==> config.mk <==
export PLATFORM = sky130hd
export DESIGN_NAME = lblock_cipher_64_80_core
export DESIGN_NICKNAME = d
export VERILOG_FILES = /design/src/lbc_pkg.sv /design/src/lbc_round.sv /design/src/lblock_cipher_64_80_core.sv
export SDC_FILE = /design/constraint.sdc
export NUM_CORES = 2
export LEC_CHECK = 0
export ABC_AREA = 1
export BUFFER_PORTS_ARGS = -buffer_cell sky130_fd_sc_hd__buf_2
export CORE_MARGIN = 3
export CORE_UTILIZATION = 69
export CTS_BUF_LIST = sky130_fd_sc_hd__clkbuf_4
export CTS_CLUSTER_SIZE = 8
export DETAILED_ROUTE_END_ITERATION = 10
export PLACE_DENSITY = 0.87
export SYNTH_ARGS = -nofsm -noshare
export SYNTH_HDL_FRONTEND = slang
export SYNTH_SLANG_ARGS = --single-unit
==> constraint.sdc <==
create_clock -name clk -period 17.7 [get_ports clk]
set_clock_uncertainty 0.15 [all_clocks]
set_input_delay 4.425 -clock clk [delete_from_list [all_inputs] [get_ports clk]]
set_output_delay 4.425 -clock clk [all_outputs]
set_load 0.02 [all_outputs]
==> src/lbc_pkg.sv <==
// Shared types, constants and functions of the LBlock 64/80 cipher core.
// Holds the S-boxes, the round F function and one key schedule step.
// No dependencies; imported by lbc_round and lblock_cipher_64_80_core.
`default_nettype none

package lbc_pkg;

	// default number of Feistel rounds
	localparam int unsigned LBC_ROUNDS = 32;

	// S0..S7 for the round function, S8/S9 for the key schedule
	localparam logic [3:0] SBOX [10][16] = '{
		'{4'd14, 4'd9,  4'd15, 4'd0,  4'd13, 4'd4,  4'd10, 4'd11,
		  4'd1,  4'd2,  4'd8,  4'd3,  4'd7,  4'd6,  4'd12, 4'd5},
		'{4'd4,  4'd11, 4'd14, 4'd9,  4'd15, 4'd13, 4'd0,  4'd10,
		  4'd7,  4'd12, 4'd5,  4'd6,  4'd2,  4'd8,  4'd1,  4'd3},
		'{4'd1,  4'd14, 4'd7,  4'd12, 4'd15, 4'd13, 4'd0,  4'd6,
		  4'd11, 4'd5,  4'd9,  4'd3,  4'd2,  4'd4,  4'd8,  4'd10},
		'{4'd7,  4'd6,  4'd8,  4'd11, 4'd0,  4'd15, 4'd3,  4'd14,
		  4'd9,  4'd10, 4'd12, 4'd13, 4'd5,  4'd2,  4'd4,  4'd1},
		'{4'd14, 4'd5,  4'd15, 4'd0,  4'd7,  4'd2,  4'd12, 4'd13,
		  4'd1,  4'd8,  4'd4,  4'd9,  4'd11, 4'd10, 4'd6,  4'd3},
		'{4'd2,  4'd13, 4'd11, 4'd12, 4'd15, 4'd14, 4'd0,  4'd9,
		  4'd7,  4'd10, 4'd6,  4'd3,  4'd1,  4'd8,  4'd4,  4'd5},
		'{4'd11, 4'd9,  4'd4,  4'd14, 4'd0,  4'd15, 4'd10, 4'd13,
		  4'd6,  4'd12, 4'd5,  4'd7,  4'd3,  4'd8,  4'd1,  4'd2},
		'{4'd13, 4'd10, 4'd15, 4'd0,  4'd14, 4'd4,  4'd9,  4'd11,
		  4'd2,  4'd1,  4'd8,  4'd3,  4'd7,  4'd5,  4'd12, 4'd6},
		'{4'd8,  4'd7,  4'd14, 4'd5,  4'd15, 4'd13, 4'd0,  4'd6,
		  4'd11, 4'd12, 4'd9,  4'd10, 4'd2,  4'd4,  4'd1,  4'd3},
		'{4'd11, 4'd5,  4'd15, 4'd0,  4'd7,  4'd2,  4'd9,  4'd13,
		  4'd4,  4'd8,  4'd1,  4'd12, 4'd14, 4'd10, 4'd3,  4'd6}
	};

	// output nibble j of the permutation takes S-box output nibble PERM_SRC[j]
	localparam int unsigned PERM_SRC [8] = '{1, 3, 0, 2, 5, 7, 4, 6};

	// FSM states of the core
	typedef enum logic [1:0] {
		ST_IDLE,
		ST_EXPAND,
		ST_PREP,
		ST_ROUND
	} lbc_state_t;

	// configuration register indexes
	typedef enum logic {
		REG_KEY_LOW,
		REG_KEY_HIGH
	} lbc_reg_t;

	// round function: S-box layer then nibble permutation
	function automatic logic [31:0] lbc_f(input logic [31:0] x);
		logic [31:0] s;
		logic [31:0] p;
		for (int j = 0; j < 8; j++) begin
			s[4*j +: 4] = SBOX[j][x[4*j +: 4]];
		end
		for (int j = 0; j < 8; j++) begin
			p[4*j +: 4] = s[4*PERM_SRC[j] +: 4];
		end
		return p;
	endfunction

	// one key schedule step: rotl 29, S9/S8 on top byte, round index into 50..46
	function automatic logic [79:0] lbc_key_step(input logic [79:0] k, input logic [4:0] idx);
		logic [79:0] r;
		r = {k[50:0], k[79:51]};
		r[79:76] = SBOX[9][r[79:76]];
		r[75:72] = SBOX[8][r[75:72]];
		r[50:46] = r[50:46] ^ idx;
		return r;
	endfunction

endpackage

`default_nettype wire

==> src/lbc_round.sv <==
// One LBlock Feistel round, shared by encryption and decryption.
// Depends on lbc_pkg (lbc_f).
`default_nettype none

module lbc_round
	import lbc_pkg::*;
(
	input  wire logic [31:0] hi,      // half fed to F
	input  wire logic [31:0] lo,      // half mixed with F output
	input  wire logic [31:0] rk,      // round key
	input  wire logic        dec,     // 1: inverse round
	output logic      [31:0] result   // new half
);

	logic [31:0] f_out;
	logic [31:0] mix;

	// key add, S-boxes, permutation
	assign f_out = lbc_f(hi ^ rk);
	assign mix   = lo ^ (dec ? f_out : 32'd0);

	// encrypt: rotl8(lo) ^ F; decrypt: rotr8(lo ^ F)
	always_comb begin
		if (dec) begin
			result = {mix[7:0], mix[31:8]};
		end else begin
			result = {lo[23:0], lo[31:24]} ^ f_out;
		end
	end

endmodule

`default_nettype wire

==> src/lblock_cipher_64_80_core.sv <==
// LBlock 64/80 cipher core top level: config, key store, sequencer, stream ports.
// Depends on lbc_pkg and lbc_round.
`default_nettype none

// LBlock block cipher, 64-bit block, 80-bit key, one round per clock.
// Write the key through the config port (index 0: key bits 63..0, index 1:
// key bits 79..64) while the core is idle. The first word after reset or after
// a key write first expands the round keys into an internal store, one key per
// cycle, and then fetches the first key. With the store valid, the first round
// key is fetched at the accepting edge. Each cycle makes one pass through the
// single round unit; the last pass holds until the output register is free.
// The core is ready again the cycle after the result is loaded. tuser[0]
// selects encrypt (0) or decrypt (1). The core takes one word at a time; a new
// word can be accepted while the previous result still waits in the output
// register.
module lblock_cipher_64_80_core
	import lbc_pkg::*;
#(
	parameter int unsigned ROUNDS = LBC_ROUNDS
) (
	input  wire logic        clk,
	input  wire logic        arst_n,
	// config write port
	input  wire logic        cfg_we,
	input  wire logic        cfg_index,
	input  wire logic [63:0] cfg_wdata,
	// input stream
	input  wire logic        s_axis_tvalid,
	output logic             s_axis_tready,
	input  wire logic [63:0] s_axis_tdata,   // [63:0] data_in
	input  wire logic [0:0]  s_axis_tuser,   // [0] cmd
	// output stream
	output logic             m_axis_tvalid,
	input  wire logic        m_axis_tready,
	output logic      [63:0] m_axis_tdata    // [63:0] data_out
);

	localparam int unsigned CNT_W = (ROUNDS > 1) ? $clog2(ROUNDS) : 1;
	localparam logic [CNT_W-1:0] LAST_IDX = CNT_W'(ROUNDS - 1);

	// state
	lbc_state_t       state_q, state_d;
	logic [CNT_W-1:0] rnd_q;
	logic             keys_ready_q;
	logic [63:0]      key_low_q;
	logic [15:0]      key_high_q;
	logic [79:0]      kreg_q;
	logic [31:0]      rk_mem [ROUNDS];
	logic [31:0]      rk_q;
	logic [31:0]      hi_q;
	logic [31:0]      lo_q;
	logic             cmd_q;
	logic             out_valid_q;
	logic [63:0]      out_data_q;

	// control
	logic             s_acc;
	logic             m_acc;
	logic             rnd_last;
	logic             out_free;
	logic             rd_en;
	logic [CNT_W-1:0] rd_addr;
	logic             exp_we;
	logic             step;
	logic             out_load;
	logic [4:0]       step_idx;
	logic [31:0]      round_out;

	assign s_acc    = s_axis_tvalid & s_axis_tready;
	assign m_acc    = out_valid_q & m_axis_tready;
	assign rnd_last = (rnd_q == LAST_IDX);
	assign out_free = ~out_valid_q | m_axis_tready;
	assign step_idx = 5'(rnd_q) + 5'd1;

	// config registers; any key write invalidates the store
	always_ff @(posedge clk or negedge arst_n) begin
		if (!arst_n) begin
			key_low_q  <= '0;
			key_high_q <= '0;
		end else if (cfg_we) begin
			case (lbc_reg_t'(cfg_index))
				REG_KEY_LOW:  key_low_q  <= cfg_wdata;
				REG_KEY_HIGH: key_high_q <= cfg_wdata[15:0];
				default: ;
			endcase
		end
	end

	// next state
	always_comb begin
		state_d = state_q;
		case (state_q)
			ST_IDLE: begin
				if (s_acc) begin
					state_d = keys_ready_q ? ST_ROUND : ST_EXPAND;
				end
			end
			ST_EXPAND: begin
				if (rnd_last) begin
					state_d = ST_PREP;
				end
			end
			ST_PREP: begin
				state_d = ST_ROUND;
			end
			ST_ROUND: begin
				if (rnd_last && out_free) begin
					state_d = ST_IDLE;
				end
			end
			default: state_d = ST_IDLE;
		endcase
	end

	// FSM outputs
	always_comb begin
		s_axis_tready = 1'b0;
		rd_en         = 1'b0;
		rd_addr       = '0;
		exp_we        = 1'b0;
		step          = 1'b0;
		out_load      = 1'b0;
		case (state_q)
			ST_IDLE: begin
				s_axis_tready = 1'b1;
				rd_en         = s_acc & keys_ready_q;
				rd_addr       = s_axis_tuser[0] ? LAST_IDX : '0;
			end
			ST_EXPAND: begin
				exp_we = 1'b1;
			end
			ST_PREP: begin
				rd_en   = 1'b1;
				rd_addr = cmd_q ? LAST_IDX : '0;
			end
			ST_ROUND: begin
				step     = ~rnd_last;
				out_load = rnd_last & out_free;
				rd_en    = ~rnd_last;
				rd_addr  = cmd_q ? (LAST_IDX - rnd_q - CNT_W'(1)) : (rnd_q + CNT_W'(1));
			end
			default: ;
		endcase
	end

	// control registers
	always_ff @(posedge clk or negedge arst_n) begin
		if (!arst_n) begin
			state_q      <= ST_IDLE;
			rnd_q        <= '0;
			keys_ready_q <= 1'b0;
			out_valid_q  <= 1'b0;
		end else begin
			state_q <= state_d;
			if (s_acc || (exp_we && rnd_last)) begin
				rnd_q <= '0;
			end else if (exp_we || step) begin
				rnd_q <= rnd_q + CNT_W'(1);
			end
			if (cfg_we) begin
				keys_ready_q <= 1'b0;
			end else if (exp_we && rnd_last) begin
				keys_ready_q <= 1'b1;
			end
			if (out_load) begin
				out_valid_q <= 1'b1;
			end else if (m_acc) begin
				out_valid_q <= 1'b0;
			end
		end
	end

	// round key store and key schedule register
	always_ff @(posedge clk) begin
		if (s_acc) begin
			kreg_q <= {key_high_q, key_low_q};
		end else if (exp_we) begin
			kreg_q <= lbc_key_step(kreg_q, step_idx);
		end
		if (exp_we) begin
			rk_mem[rnd_q] <= kreg_q[79:48];
		end
		if (rd_en) begin
			rk_q <= rk_mem[rd_addr];
		end
	end

	// shared round unit
	lbc_round u_round (
		.hi     (hi_q),
		.lo     (lo_q),
		.rk     (rk_q),
		.dec    (cmd_q),
		.result (round_out)
	);

	// block halves and output register
	always_ff @(posedge clk) begin
		if (s_acc) begin
			hi_q  <= s_axis_tdata[63:32];
			lo_q  <= s_axis_tdata[31:0];
			cmd_q <= s_axis_tuser[0];
		end else if (step) begin
			hi_q <= round_out;
			lo_q <= hi_q;
		end
		if (out_load) begin
			out_data_q <= {hi_q, round_out};
		end
	end

	assign m_axis_tvalid = out_valid_q;
	assign m_axis_tdata  = out_data_q;

	// the store is only rebuilt while it is marked stale
	a_expand_stale: assert property (@(posedge clk) disable iff (!arst_n)
		state_q == ST_EXPAND |-> !keys_ready_q)
		else $error("key expansion running with keys marked ready");

	// a result is loaded only on the last round
	a_load_last: assert property (@(posedge clk) disable iff (!arst_n)
		out_load |-> (state_q == ST_ROUND) && rnd_last)
		else $error("result loaded before last round");

	// an accepted word always starts work
	a_accept_busy: assert property (@(posedge clk) disable iff (!arst_n)
		s_acc |=> state_q != ST_IDLE)
		else $error("accepted word did not start");

	// a taken result is not repeated
	a_no_repeat: assert property (@(posedge clk) disable iff (!arst_n)
		m_acc && !out_load |=> !out_valid_q)
		else $error("result delivered twice");

endmodule

`default_nettype wire

Yosys cells after proc, flatten, opt, wreduce, memory -nomap -nowiden:

Memories as Yosys holds them, arrays and structs flattened. A register that Yosys moved wholly into a read port is not among the register bits.
Cells that the tools add are included.

* $add $sub $neg: 3
* magnitude comparators: 10
* equality and inequality tests: 7
* multiplexer cells: 50
* bitwise logic cells: 22
* reductions and logical operators: 13

Operators with widths (number)
* $mux 32: 6
* $mux 80: 2
* $xor 32x32->32: 3
* $mux 4: 20
* $ge 5x5->1 const B: 10
* $not 4->5: 10
* $mux 5: 5
* $pmux 5 s3: 1
* $mux 1: 10
* $reduce_bool 2->1: 5
* $mux 2: 4
* $pmux 2 s4: 1
* $ne 2x2->1 const B: 3
* $add 5x1->5 const B: 1
* $eq 5x5->1 const B: 1
* $sub 5x1->5 const B: 1
* $sub 5x5->5 const A: 1
* $xor 5x5->5: 1
* $and 1x1->1: 4
* $eq 2x2->1 const B: 2
* $reduce_and 2->1: 2
* $not 1->1: 3
* $pmux 1 s3: 1
* $reduce_and 3->1: 1
* other kinds (5): 7

* register bits: 298
* bits in writable memories: 1024
* ROM bits: 640
* input port bits: 135
* word-level logic and storage cells: 127
* memories: 11

Memory list
* rk_mem: words 32, bits a word 32, read ports 1, clocked after memory_dff 1, write ports 1, line lblock_cipher_64_80_core.sv:48 `logic [31:0] rk_mem [ROUNDS];`
* (no name shown): words 16, bits a word 4, read ports 1, clocked after memory_dff 0, write ports 0, line lbc_pkg.sv:57 `s[4*j +: 4] = SBOX[j][x[4*j +: 4]];`
* (no name shown): words 16, bits a word 4, read ports 1, clocked after memory_dff 0, write ports 0, line lbc_pkg.sv:57
* (no name shown): words 16, bits a word 4, read ports 1, clocked after memory_dff 0, write ports 0, line lbc_pkg.sv:57
* (no name shown): words 16, bits a word 4, read ports 1, clocked after memory_dff 0, write ports 0, line lbc_pkg.sv:57
* (no name shown): words 16, bits a word 4, read ports 1, clocked after memory_dff 0, write ports 0, line lbc_pkg.sv:57
* 5 more memories

Longest topological paths before layout:

* word-level depth: 10
* gate-level depth with buffers: 16

Cells and area by module:

Synthesis repeated with hierarchy kept, for this count alone.

* cell total of the unflattened synthesis: 5881
* area, all modules: 61411.4 um^2

By module, submodules not included
* lblock_cipher_64_80_core: times used 1, cells an instance 5169, area an instance 58279.6 um^2, seq. area each 40213.6 um^2
* lbc_round: times used 1, cells an instance 712, area an instance 3131.8 um^2, seq. area each 0.0 um^2

Worst setup path after synthesis:

OpenSTA, ideal clock, no wires.

* path type: input to register
* from: in s_axis_tvalid
* to: reg rnd_q[4]
* library setup time: 0.130 ns
* data arrival time: 7.649 ns
* required time: 17.420 ns
* setup slack: 9.771 ns
* stages: 8
* path through: nand2_1 o21ai_0 nor2_1 inv_1 nand3_1 inv_1 nand2_1 o21ai_0

* cells in the longest elaborated chain, start to end: 3
* elaborated cells between the ends (all ways): 4

Ends and longest elaborated chain
* start, declared: line lblock_cipher_64_80_core.sv:28 `input wire logic s_axis_tvalid,`
* $and 1x1->1 (*): line lblock_cipher_64_80_core.sv:69 `assign s_acc = s_axis_tvalid & s_axis_tready;`
* $logic_or 1x1->1 (*): line lblock_cipher_64_80_core.sv:155 `if (s_acc || (exp_we && rnd_last)) begin`
* $mux 5 / $reduce_bool 2->1 (equally long branches)
* end signal, assigned: line lblock_cipher_64_80_core.sv:158 `rnd_q <= rnd_q + CNT_W'(1);`
* end, declared: line lblock_cipher_64_80_core.sv:43 `logic [CNT_W-1:0] rnd_q;`

Mark *: on every way between the ends. The rest lies on a longest branch, timed or not.
A chain may end at the register's enable or synchronous reset.

Final worst setup path:

* from: in s_axis_tuser
* to: reg rk_q[14] (read register of rk_mem), data pin

* cells in the longest elaborated chain, start to end: 2

Ends and longest elaborated chain
* start, declared: line lblock_cipher_64_80_core.sv:31 `input wire logic [0:0] s_axis_tuser,`
* $mux 5: line lblock_cipher_64_80_core.sv:127 `rd_addr = s_axis_tuser[0] ? LAST_IDX : '0;`
* $pmux 5 s3: line lblock_cipher_64_80_core.sv:123 `case (state_q)`
* end, declared: line lblock_cipher_64_80_core.sv:49 `logic [31:0] rk_q;`

Every way passes these cells.

==> results_dict.tcl <==
set metrics [dict create \
    synthDistinctLibCells 31 \
    syn_avg_cell_area_um2 10.8 \
    rsz0062_at_grt "no" \
    grt_remaining_overflow 0 \
    power.density_mw_per_mm2 193 \
    whs_ns 0.340 \
    crit_slowest_cell "buf_4" \
    dp_hpwl_um 90800 \
    multi_input_area_mm2 0.0166 \
    crit_path_start_kind "primary input" \
    syn-cell-area_mm2 0.0608 \
    grt_start_max_net_pins 213 \
    n_fill_cell 5042 \
    period_share_pct 45.3 \
    routed_wl_um 172000 \
    synth_top_area_share_pct 62.5 \
    cts_made_buffers 348 \
    stdcell_count 7331 \
    worstPathRequired_ns 18.48 \
    slowest_delay_ns 0.98 \
    path_cells "buf_2, nand2_1, nand2_1, inv_4, nand2_8, nand2_8, buf_4, buf_4, nand2_1, nand3_1, nand3_1, nand3_1, nand2_1, nand2_1, nand2_1" \
    synth_xor_xnor_area_share_pct 0.968 \
    placed_area_mm2 0.0628 \
    clock_sinks 1354 \
    final_cell_area_mm2 0.0670 \
    status "completed" \
    coreArea_mm2 0.0870 \
    rows 108 \
    setup_viol 0 \
    clockRootBuffer "clkbuf_4" \
    setup_ws_ns 9.69 \
    io-pin-count 201 \
    synth-simple-area-share_pct 22.8 \
    regArea_mm2 0.0402 \
    power_mw 12.9 \
    die_w_um 303 \
    synth_area_leader_cell "edfxtp_1" \
    drv_slew 0 \
    dr.pass1.iters 7 \
    area_delta_synth_final_pct 10.2 \
    final_hold_viol_count 0 \
    gp_congestion 0.896 \
    die-area_mm2 0.0917 \
    worst_skew_pair.late_latency_ns 1.24 \
    viasPerCell 6.26 \
    regToRegStartpoint "cmd_q" \
    final_util_pct 76.9 \
    cts.clk_slew.worst_paths_ns 0.06 \
    cap_violations 0 \
    yosys-top-cells-area "edfxtp_1 (63%), nand3_1 (10%), nand2_1 (7.3%), inv_1 (4.7%), nand3b_1 (4.4%)" \
    dp_cells 6747 \
    ys_ff_latch 1354 \
    worstMarginPinSlew_ns 1.36 \
    crit_top_cell "nand2_1" \
    start_util_pct 69.8 \
    synthAdderAreaFrac_pct 0.824 \
    cp_data_arrival_time_ns 8.80 \
    ant_nets 0 \
    wire_per_inst_um 23.4 \
    power.leakage_nw 27.8 \
    hp-start "key_low_q[1]" \
    startpoint "s_axis_tuser" \
    layout-drive-gt1-share_pct 14.7 \
    critical_path.max_fanout 101 \
    r2r_slack_ns 11.80 \
    grt_pass1_wl_um 255000 \
    clk_path_buf_depth 4 \
    cts_hold_buf 0 \
    slew_headroom_pct 9.66 \
    vdd_ir_drop_max_mv 0.335 \
    yosys_warnings 0 \
    cts_setup_buffers 0 \
    vias 45900 \
    port_buffers 200 \
    drc 0 \
    muxShareOfSynthArea_pct 0.889 \
    min_period_ns 8.01 \
    critical_path_class "primary input to flop" \
    grt_antenna_before_repair 5 \
    synth-compound-area-share_pct 1.13 \
    htreeDepth 5 \
    die_h_um 303 \
    synth-seq-area-share_pct 66.2 \
    cp-end-kind "flop" \
    dp_slack_ns 8.77 \
    cts_tree "built" \
    syn-num-nets 5820 \
    grt_pass1_vias 45200 \
    grt_usage_pct 37.2 \
    setup-tns-final_ns 0 \
    drt_iter0_markers 7594 \
    fmaxAchievable_ghz 0.125 \
    hold_path.class "flop to flop" \
    cts_resized 0 \
    synth_top_family_by_area "simple AND/OR/NAND/NOR gates" \
    syn_inst 5645 \
    nNetsFinal 6117 \
]
## kinds of logic after synthesis
| group | after synthesis |
|---|---|
| AO/OA/AOI/OAI | 125 |
| XOR/XNOR | 64 |
| adder cells (fa/ha/maj) | 40 |
| buffers and inverters | 1099 |
| flip-flops | 1354 |
| multiplexers | 48 |
| AND/OR/NAND/NOR | 2915 |
## worst paths after layout
| path | endpoint | cells after the start |
|---|---|---|
| worst min register to register | key_low_q[1] | 2 |
| max in group asynchronous | key_low_q[55] | 2 |
| worst max-delay path | rk_q[14] | 15 |
| worst min-delay path | key_low_q[1] | 2 |
| worst max register to register | rk_q[14] | 16 |
| min in group asynchronous | key_low_q[47] | 1 |
## report_power, final
group	total, mW	internal [mW]	switching, mW
Clock	2.60	1.35	1.25
Sequential	4.97	4.48	0.495
Combinational	5.33	1.46	3.87
Total	12.9	7.29	5.62
## critical path, delay by kind of cell
family	cells	cell delay (ns)
buffers and inverters	4	2.21
AND/OR/NAND/NOR	11	1.92
## layer usage
metal	up-vias	track usage, %	routed length, µm
met1	21300	47.6	55800
met4	0	25.2	12600
met3	821	9.60	25700
met5	-	0	0
met2	3961	56.6	77500
li1	19900	-	-
## state kept, by name, indices dropped and copies added (netlist names), 16 cells and up
name          flops
key_high_q       16
rk_q             32
key_low_q        64
lo_q             32
kreg_q           80
rk_mem         1024
hi_q             32
m_axis_tdata     64
## final cells by class
| class | instances | area share (%) |
|---|---|---|
| diodes | 3 | 0.0112 |
| clock buffers | 488 | 5.47 |
| clock inverters | 93 | 0.785 |
| inverters | 764 | 4.31 |
| multi-input cells | 3192 | 24.7 |
| flip-flops and latches | 1354 | 60.1 |
| well taps | 1155 | 2.16 |
| repair buffers | 282 | 2.47 |
## synth_stat cells
| library cell | instances |
|---|---|
| nor2_1 | 126 |
| or2_2 | 13 |
| a21oi_4 | 1 |
| o21bai_1 | 2 |
| a21boi_0 | 1 |
| nand2_2 | 3 |
| nand3b_1 | 353 |
| inv_2 | 9 |
| buf_6 | 1 |
| nand3_1 | 1219 |
| xnor3_1 | 2 |
| a31oi_1 | 6 |
| dfrtp_1 | 89 |
| o21ai_0 | 88 |
| nand3_2 | 1 |
| xnor2_1 | 27 |
| o22ai_1 | 4 |
| buf_2 | 138 |
| nand4_1 | 1 |
| mux2_2 | 48 |
| inv_1 | 755 |
| xor2_1 | 35 |
| buf_1 | 31 |
| ha_1 | 40 |
| clkbuf_1 | 148 |
| buf_4 | 17 |
| edfxtp_1 | 1265 |
| nand2_1 | 1185 |
| a21oi_1 | 11 |
| o211ai_1 | 12 |
| and2_1 | 14 |
## layout by cell type (no fill, tap or decap), drive strengths merged, types with 12 or more instances in the layout
cell type     n
nor2        126
and2         14
or2          13
dfrtp        89
o211ai       12
nand2      1188
inv         767
xnor2        27
xor2         35
o21ai        88
clkinv       83
buf         282
mux2         48
nand3b      353
ha           40
edfxtp     1265
nand3      1220
a21oi        12
clkbuf      488
Power figures use the tool's default switching activity.
